## src/sv/bdl_pkg.sv

```systemverilog
// Shared types and constants for the bracket decorator lexer.
`timescale 1ns / 1ps
`default_nettype none

package bdl_pkg;

    localparam int CHAR_W  = 8;
    localparam int KIND_W  = 2;
    localparam int CLASS_W = 2;
    localparam int ERR_W   = 3;
    localparam int COUNT_W = 4;
    localparam int TDATA_W = 16;

    localparam logic [COUNT_W-1:0] KEYWORD_LEN = 4'd11;

    // Keyword text, padded with zeros so positions past the word never match
    localparam logic [CHAR_W-1:0] KEY_TEXT [16] = '{
        8'h4C, 8'h6F, 8'h63, 8'h61, 8'h6C, 8'h49, 8'h6D, 8'h70,
        8'h6F, 8'h72, 8'h74, 8'h00, 8'h00, 8'h00, 8'h00, 8'h00
    };

    localparam logic [KIND_W-1:0] KIND_NAME_CHAR = 2'd0;
    localparam logic [KIND_W-1:0] KIND_NAME_END  = 2'd1;
    localparam logic [KIND_W-1:0] KIND_VERDICT   = 2'd2;

    localparam logic [CLASS_W-1:0] CLASS_DECORATOR = 2'd0;
    localparam logic [CLASS_W-1:0] CLASS_CODE      = 2'd1;
    localparam logic [CLASS_W-1:0] CLASS_BLANK     = 2'd2;

    localparam logic [ERR_W-1:0] ERR_NONE        = 3'd0;
    localparam logic [ERR_W-1:0] ERR_ILLEGAL     = 3'd1;
    localparam logic [ERR_W-1:0] ERR_BRACKET     = 3'd2;
    localparam logic [ERR_W-1:0] ERR_PAREN       = 3'd3;
    localparam logic [ERR_W-1:0] ERR_UNKNOWN_DEC = 3'd4;
    localparam logic [ERR_W-1:0] ERR_UNCLOSED    = 3'd5;

    typedef struct packed {
        logic [KIND_W-1:0]  kind;
        logic [CHAR_W-1:0]  name_char;
        logic [CLASS_W-1:0] line_class;
        logic [ERR_W-1:0]   error;
        logic               last;
    } result_t;

    // Results of one accepted character, in output order
    typedef struct packed {
        logic [1:0] cnt;
        result_t    r0;
        result_t    r1;
    } push_t;

endpackage

`default_nettype wire

```

## src/sv/bdl_lexer.sv

```systemverilog
// Parse state registers and the per-character lexing step.
`timescale 1ns / 1ps
`default_nettype none

module bdl_lexer
    import bdl_pkg::*;
(
    input  wire logic              aclk,
    input  wire logic              aresetn,
    input  wire logic              in_accept,
    input  wire logic [CHAR_W-1:0] in_ch,
    input  wire logic              in_line_end,
    output push_t                  push
);

    localparam logic [2:0] PH_OPEN    = 3'd0;
    localparam logic [2:0] PH_KEYWORD = 3'd1;
    localparam logic [2:0] PH_NAMES   = 3'd2;
    localparam logic [2:0] PH_CLOSED  = 3'd3;
    localparam logic [2:0] PH_DONE    = 3'd4;

    logic [2:0]         phase_reg, phase_next;
    logic [COUNT_W-1:0] kcnt_reg, kcnt_next;
    logic               kmatch_reg, kmatch_next;
    logic               started_reg, started_next;
    logic [CLASS_W-1:0] class_reg, class_next;
    logic [ERR_W-1:0]   err_reg, err_next;
    logic               stopped_reg, stopped_next;

    logic    space;
    logic    char_res;
    result_t res_char;
    result_t res_verdict;

    assign space = (in_ch == 8'h20) || (in_ch >= 8'h09 && in_ch <= 8'h0D);

    always_comb begin
        phase_next   = phase_reg;
        kcnt_next    = kcnt_reg;
        kmatch_next  = kmatch_reg;
        started_next = started_reg;
        class_next   = class_reg;
        err_next     = err_reg;
        stopped_next = stopped_reg;
        char_res     = 1'b0;
        res_char     = '0;

        if (!stopped_reg) begin
            if (in_ch == 8'h00) begin
                stopped_next = 1'b1;
            end else if (space && (phase_reg == PH_OPEN || phase_reg == PH_DONE ||
                                   (phase_reg == PH_NAMES && !started_reg))) begin
                // skipped white space
            end else if (phase_reg == PH_DONE) begin
                err_next     = ERR_ILLEGAL;
                stopped_next = 1'b1;
            end else if (in_ch == 8'h5B) begin
                if (phase_reg == PH_OPEN) begin
                    phase_next = PH_KEYWORD;
                    class_next = CLASS_DECORATOR;
                end else begin
                    err_next     = ERR_BRACKET;
                    stopped_next = 1'b1;
                end
            end else if (in_ch == 8'h5D) begin
                if (phase_reg == PH_CLOSED) begin
                    phase_next = PH_DONE;
                end else begin
                    err_next     = ERR_BRACKET;
                    stopped_next = 1'b1;
                end
            end else if (in_ch == 8'h28) begin
                if (phase_reg == PH_KEYWORD) begin
                    phase_next = PH_NAMES;
                    if (!(kcnt_reg == KEYWORD_LEN && kmatch_reg)) begin
                        err_next     = ERR_UNKNOWN_DEC;
                        stopped_next = 1'b1;
                    end
                end else begin
                    err_next     = ERR_PAREN;
                    stopped_next = 1'b1;
                end
            end else if (in_ch == 8'h29) begin
                if (phase_reg == PH_NAMES) begin
                    char_res       = started_reg;
                    res_char.kind  = KIND_NAME_END;
                    started_next   = 1'b0;
                    phase_next     = PH_CLOSED;
                end else begin
                    err_next     = ERR_PAREN;
                    stopped_next = 1'b1;
                end
            end else if (phase_reg == PH_OPEN) begin
                class_next   = CLASS_CODE;
                stopped_next = 1'b1;
            end else if (phase_reg == PH_KEYWORD) begin
                if (kcnt_reg >= KEYWORD_LEN) begin
                    err_next     = ERR_UNKNOWN_DEC;
                    stopped_next = 1'b1;
                end else begin
                    if (KEY_TEXT[kcnt_reg] != in_ch) begin
                        kmatch_next = 1'b0;
                    end
                    kcnt_next = kcnt_reg + 1'b1;
                end
            end else if (phase_reg == PH_NAMES) begin
                if (in_ch == 8'h2C) begin
                    if (!started_reg) begin
                        err_next     = ERR_ILLEGAL;
                        stopped_next = 1'b1;
                    end else begin
                        char_res      = 1'b1;
                        res_char.kind = KIND_NAME_END;
                        started_next  = 1'b0;
                    end
                end else begin
                    char_res           = 1'b1;
                    res_char.kind      = KIND_NAME_CHAR;
                    res_char.name_char = in_ch;
                    started_next       = 1'b1;
                end
            end else begin
                err_next     = ERR_UNCLOSED;
                stopped_next = 1'b1;
            end
        end

        // Verdict carries the class and error after this character
        res_verdict            = '0;
        res_verdict.kind       = KIND_VERDICT;
        res_verdict.line_class = class_next;
        res_verdict.error      = err_next;
        res_verdict.last       = 1'b1;

        push = '0;
        if (char_res && in_line_end) begin
            push.cnt = 2'd2;
            push.r0  = res_char;
            push.r1  = res_verdict;
        end else if (char_res) begin
            push.cnt     = 2'd1;
            push.r0      = res_char;
            push.r0.last = 1'b1;
        end else if (in_line_end) begin
            push.cnt = 2'd1;
            push.r0  = res_verdict;
        end

        if (in_line_end) begin
            phase_next   = PH_OPEN;
            kcnt_next    = '0;
            kmatch_next  = 1'b1;
            started_next = 1'b0;
            class_next   = CLASS_BLANK;
            err_next     = ERR_NONE;
            stopped_next = 1'b0;
        end
    end

    always_ff @(posedge aclk) begin
        if (!aresetn) begin
            phase_reg   <= PH_OPEN;
            kcnt_reg    <= '0;
            kmatch_reg  <= 1'b1;
            started_reg <= 1'b0;
            class_reg   <= CLASS_BLANK;
            err_reg     <= ERR_NONE;
            stopped_reg <= 1'b0;
        end else if (in_accept) begin
            phase_reg   <= phase_next;
            kcnt_reg    <= kcnt_next;
            kmatch_reg  <= kmatch_next;
            started_reg <= started_next;
            class_reg   <= class_next;
            err_reg     <= err_next;
            stopped_reg <= stopped_next;
        end
    end

endmodule

`default_nettype wire

```

## src/sv/bdl_outq.sv

```systemverilog
// Four-entry result queue: takes up to two results a cycle, hands out one.
`timescale 1ns / 1ps
`default_nettype none

module bdl_outq
    import bdl_pkg::*;
(
    input  wire logic  aclk,
    input  wire logic  aresetn,
    input  wire logic  push_en,
    input  wire push_t push,
    output logic       room,
    output logic       out_valid,
    input  wire logic  out_ready,
    output result_t    out_res
);

    result_t    slot_reg [4];
    logic [1:0] wptr_reg, rptr_reg;
    logic [2:0] count_reg, count_next;
    logic [1:0] n_in;
    logic       pop;

    assign n_in      = push_en ? push.cnt : 2'd0;
    assign pop       = out_valid && out_ready;
    assign out_valid = (count_reg != 3'd0);
    assign out_res   = slot_reg[rptr_reg];
    // Keep room for the worst case of two results per transfer
    assign room      = (count_reg <= 3'd2);
    assign count_next = count_reg + {1'b0, n_in} - {2'b00, pop};

    always_ff @(posedge aclk) begin
        if (n_in != 2'd0) begin
            slot_reg[wptr_reg] <= push.r0;
        end
        if (n_in == 2'd2) begin
            slot_reg[wptr_reg + 2'd1] <= push.r1;
        end
    end

    always_ff @(posedge aclk) begin
        if (!aresetn) begin
            wptr_reg  <= '0;
            rptr_reg  <= '0;
            count_reg <= '0;
        end else begin
            wptr_reg  <= wptr_reg + n_in;
            rptr_reg  <= rptr_reg + {1'b0, pop};
            count_reg <= count_next;
        end
    end

endmodule

`default_nettype wire

```

## src/sv/bracket_decorator_lexer.sv

```systemverilog
// Top level of the bracket decorator lexer: stream ports, lexer and result queue.
`timescale 1ns / 1ps
`default_nettype none

// Lexes a source line, one byte per transfer, against [LocalImport(name, ...)].
// A byte is taken every cycle as long as the four-entry result queue has two
// free slots; the lexing step is combinational logic on the parse registers.
// Each byte yields zero, one or two results (name byte or end of name, and the
// line verdict on the tlast byte); results leave one per cycle while m_tready
// is high, so the input runs at one byte per cycle unless names and verdicts pile
// up faster than the output side takes them. Results are registered in the
// result queue before they reach the output.
module bracket_decorator_lexer
    import bdl_pkg::*;
(
    input  wire logic               aclk,
    input  wire logic               aresetn,
    input  wire logic               s_tvalid,
    output logic                    s_tready,
    input  wire logic [7:0]         s_tdata,   // [7:0] ch
    input  wire logic               s_tlast,   // line_end
    output logic                    m_tvalid,
    input  wire logic               m_tready,
    output logic [TDATA_W-1:0]      m_tdata,   // [7:0] name_char, [9:8] line_class,
                                               // [12:10] error, [15:13] zero
    output logic [KIND_W-1:0]       m_tuser,   // kind
    output logic                    m_tlast    // last
);

    logic    s_accept;
    push_t   push;
    result_t res;

    assign s_accept = s_tvalid && s_tready;

    bdl_lexer u_lexer (
        .aclk        (aclk),
        .aresetn     (aresetn),
        .in_accept   (s_accept),
        .in_ch       (s_tdata),
        .in_line_end (s_tlast),
        .push        (push)
    );

    bdl_outq u_outq (
        .aclk      (aclk),
        .aresetn   (aresetn),
        .push_en   (s_accept),
        .push      (push),
        .room      (s_tready),
        .out_valid (m_tvalid),
        .out_ready (m_tready),
        .out_res   (res)
    );

    assign m_tdata = {3'b000, res.error, res.line_class, res.name_char};
    assign m_tuser = res.kind;
    assign m_tlast = res.last;

endmodule

`default_nettype wire

```

## config.mk

```make
export PLATFORM = sky130hd
export DESIGN_NAME = bracket_decorator_lexer
export DESIGN_NICKNAME = d
export VERILOG_FILES = /design/src/sv/bdl_pkg.sv /design/src/sv/bdl_lexer.sv /design/src/sv/bdl_outq.sv /design/src/sv/bracket_decorator_lexer.sv
export SDC_FILE = /design/constraint.sdc
export NUM_CORES = 1
export LEC_CHECK = 0
export ABC_AREA = 1
export BUFFER_PORTS_ARGS = -buffer_cell sky130_fd_sc_hd__buf_2
export CORE_ASPECT_RATIO = 2
export CORE_MARGIN = 10
export CORE_UTILIZATION = 40
export DETAILED_ROUTE_END_ITERATION = 16
export HOLD_SLACK_MARGIN = 0.03
export SETUP_SLACK_MARGIN = 0.1
export SLEW_MARGIN = 20
export SYNTH_ARGS = -nofsm -noshare
export SYNTH_HDL_FRONTEND = slang
export SYNTH_HIERARCHICAL = 1
export SYNTH_SLANG_ARGS = --single-unit
```

## constraint.sdc

```tcl
create_clock -name aclk -period 5.4 [get_ports aclk]
set_input_delay 1.08 -clock aclk [delete_from_list [all_inputs] [get_ports aclk]]
set_output_delay 1.08 -clock aclk [all_outputs]
set_load 0.005 [all_outputs]
```

==> summary.txt <==
Via count: 4842
Antenna Nets Post-Route: 0
Total track usage: 15.1%
RSZ-0062 raised after global routing: no
Post-place instance area: 5850 µm²
Post-synthesis sequential area ratio: 41.7%
Initial Util: 40.7%
Worst reg2reg endpoint: u_outq/slot_reg[2][10]
CP arrival: 3.88 ns
Post-Synth Adder-Cell Area: 2.79%
Hold Path Sink: u_lexer/kmatch_reg
FF+latch count, synth: 86
Setup TNS: 0 ns
Worst path required time: 5.29 ns
Die W: 104 µm
Hold_buf cts: 0
Complex-gate fraction of the synthesized area: 16.6%
Post-CTS resize count: 0
Initial antenna violation count: 0
Mux share of post-synthesis cell area: 0%
Largest net degree at the start of global routing: 36
Largest register FFs: 64
Final WS setup: 1.41 ns
Clock skew: 0.00808 ns
Critical path class: primary input to flip-flop
Maximum VDD drop: 152 µV
Clock Latency Late Sink: 0.34 ns
Area of the die: 19600 µm²
Synth Instances: 717
Post-Place Setup Slack: 1.06 ns
Outcome: finished clean
Antenna cell count: 0
Fin area: 6130 µm²
Commonest non-fill, non-tap cell in the layout: nand2_1
Largest family of logic cells by synthesized area: simple AND/OR/NAND/NOR gates
Commonest cells after routing, fill and taps aside: nand2_1, nor2_1, edfxtp_1
Max H-tree Level: 3
CTS max path bufs: 2
Worst slew pin tran: 0.990 ns
XOR/XNOR share of the synthesized area: 0.928%
Final Setup Violations: 0
Max Cap Viol: 0
Worst setup EP type: flip-flop
Hold WC Path Type: flip-flop to flip-flop
Max Fclk: 251 MHz
Part of the cycle the worst path needs: 73.8%
Final RePlAce weighted congestion: 1.01
Final core occ: 44.1%
NumNets Final: 762
Pwr dens: 321 nW/µm²
Endpoints failing hold: 0
CTS tree: done
Vias per std cell: 5.20
Min-Delay Path Depth: 2
WL/cell: 15.9 µm
Min Tclk post-route: 3.99 ns
Reg2reg setup slack: 1.95 ns
Hold_sp: u_lexer/kmatch_reg
Max FO, Critical Path: 33
Hold Slack: 0.466 ns
Root Driver: clkbuf_16
# port buffers: 30
Synth cell types: 41
DP HPWL: 11400 µm
CTS Buf Count: 9
Slew Limit Fails: 0
Core area: 13900 µm²
# IOs: 34
Die Y: 188 µm
Synth Warn #: 6
Num rows: 61
Static leakage: 0.00239 µW
WL final: 14800 µm
Post-synthesis simple-gate area fraction: 28.0%
GRT overflow: 0
Worst R2R Path Depth: 13
Critical Path Start Type: primary input
Relative slew margins: 33.9%
Vias in the first global route: 4937
Pre-antenna DRT Iters: 4
Starting DRT DRC Count: 338
Post-route DRC violation count: 0
Area Overhead vs Synth: 8.29%
Reg-to-Reg Start: u_lexer/phase_reg[1]
Mapped cell area: 5660 µm²
Share of cells above drive strength 1: 18.2%
CTS sink cnt: 86
First-pass GRT wire length: 24200 µm
Post-CTS setup buffer count: 0
CTS clk-pin slew, worst paths: 0.06 ns
Syn avg cell area: 7.89 µm²
[worst max-delay path, stage by stage]
cell	delay [ns]
buf_2	0.14
inv_1	0.12
nand2_2	0.10
nand2_1	0.08
o21ai_0	0.09
nand2_1	0.08
nand2_1	0.12
nand2_2	0.13
nand3_2	0.15
nor2_4	0.20
inv_2	0.06
ha_1	0.26
inv_1	0.24
nor2_8	0.09
nand2_2	0.06
buf_4	0.32
nand2_1	0.56
[logic make-up (layout without fill, tap and decap cells)]
| family | count (synthesis) | after routing |
|---|---|---|
| other cells | 2 | 12 |
| buf+inv | 108 | 123 |
| xor+xnor | 6 | 6 |
| simple gates | 341 | 341 |
| compound gates | 162 | 162 |
| fa+ha+maj | 12 | 12 |
| flops | 86 | 86 |
[cells in the mapped netlist (all sizes together)]
| cell | count | area share [%] |
|---|---|---|
| nand2 | 192 | 14 |
| o21ai | 121 | 12 |
| nor2 | 96 | 7.6 |
| inv | 69 | 4.6 |
| edfxtp | 64 | 34 |
| buf | 33 | 4.8 |
| nand3 | 26 | 2.7 |
| dfxtp | 22 | 7.8 |
| a21oi | 21 | 1.9 |
| o22ai | 17 | 1.9 |
| nor3 | 15 | 2.2 |
| ha | 11 | 2.4 |
| clkbuf | 6 | 0.42 |
| xor2 | 6 | 0.93 |
| nand4 | 5 | 0.55 |
| nor4 | 4 | 0.66 |
| conb | 2 | 0.13 |
| a211oi | 1 | 0.13 |
| and2 | 1 | 0.11 |
| fa | 1 | 0.35 |
| nand3b | 1 | 0.13 |
| o211ai | 1 | 0.13 |
| o21bai | 1 | 0.13 |
| or2 | 1 | 0.11 |
[per-layer routing]
metal,GRT usage (%),wire [µm]
met1,13.8,5160
met3,2.08,528
met2,30.0,8450
met5,0,0
met4,9.20,627
[power by group]
| part | internal (µW) | switching (µW) |
|---|---|---|
| logic | 196 | 373 |
| registers | 771 | 39.9 |
| clock network | 317 | 269 |
| total | 1280 | 682 |
[stage by stage]
stage / total power (µW) / cells
after floorplan: 1220 / 727
after global routing: 2100 / 931
after detailed placement: 1400 / 915
after CTS: 1990 / 931
final: 1970 / 931
after global placement: 1390 / 915
[cell type report]
type,count,area [µm²]
Multi-Input combinational cell,533,2780
Fill cell,1443,7760
Timing Repair Buffer,38,210
Inverter,69,259
Tap cell,189,236
Clock inverter,7,56.3
Sequential cell,86,2360
Clock buffer,9,225
[worst max path at each step]
stage                     from                endpoint  depth (start not counted)
finish              s_tdata[0]  u_outq/slot_reg[2][10]                         17
global route        s_tdata[0]  u_outq/slot_reg[2][13]                         17
CTS                 s_tdata[0]  u_outq/slot_reg[2][10]                         17
detailed placement  s_tdata[0]  u_outq/slot_reg[2][11]                         17
global placement    s_tdata[0]  u_outq/slot_reg[2][11]                         17
floorplan           s_tdata[6]   u_outq/slot_reg[3][0]                         16
No activity file was read; power rests on OpenSTA's default activity.
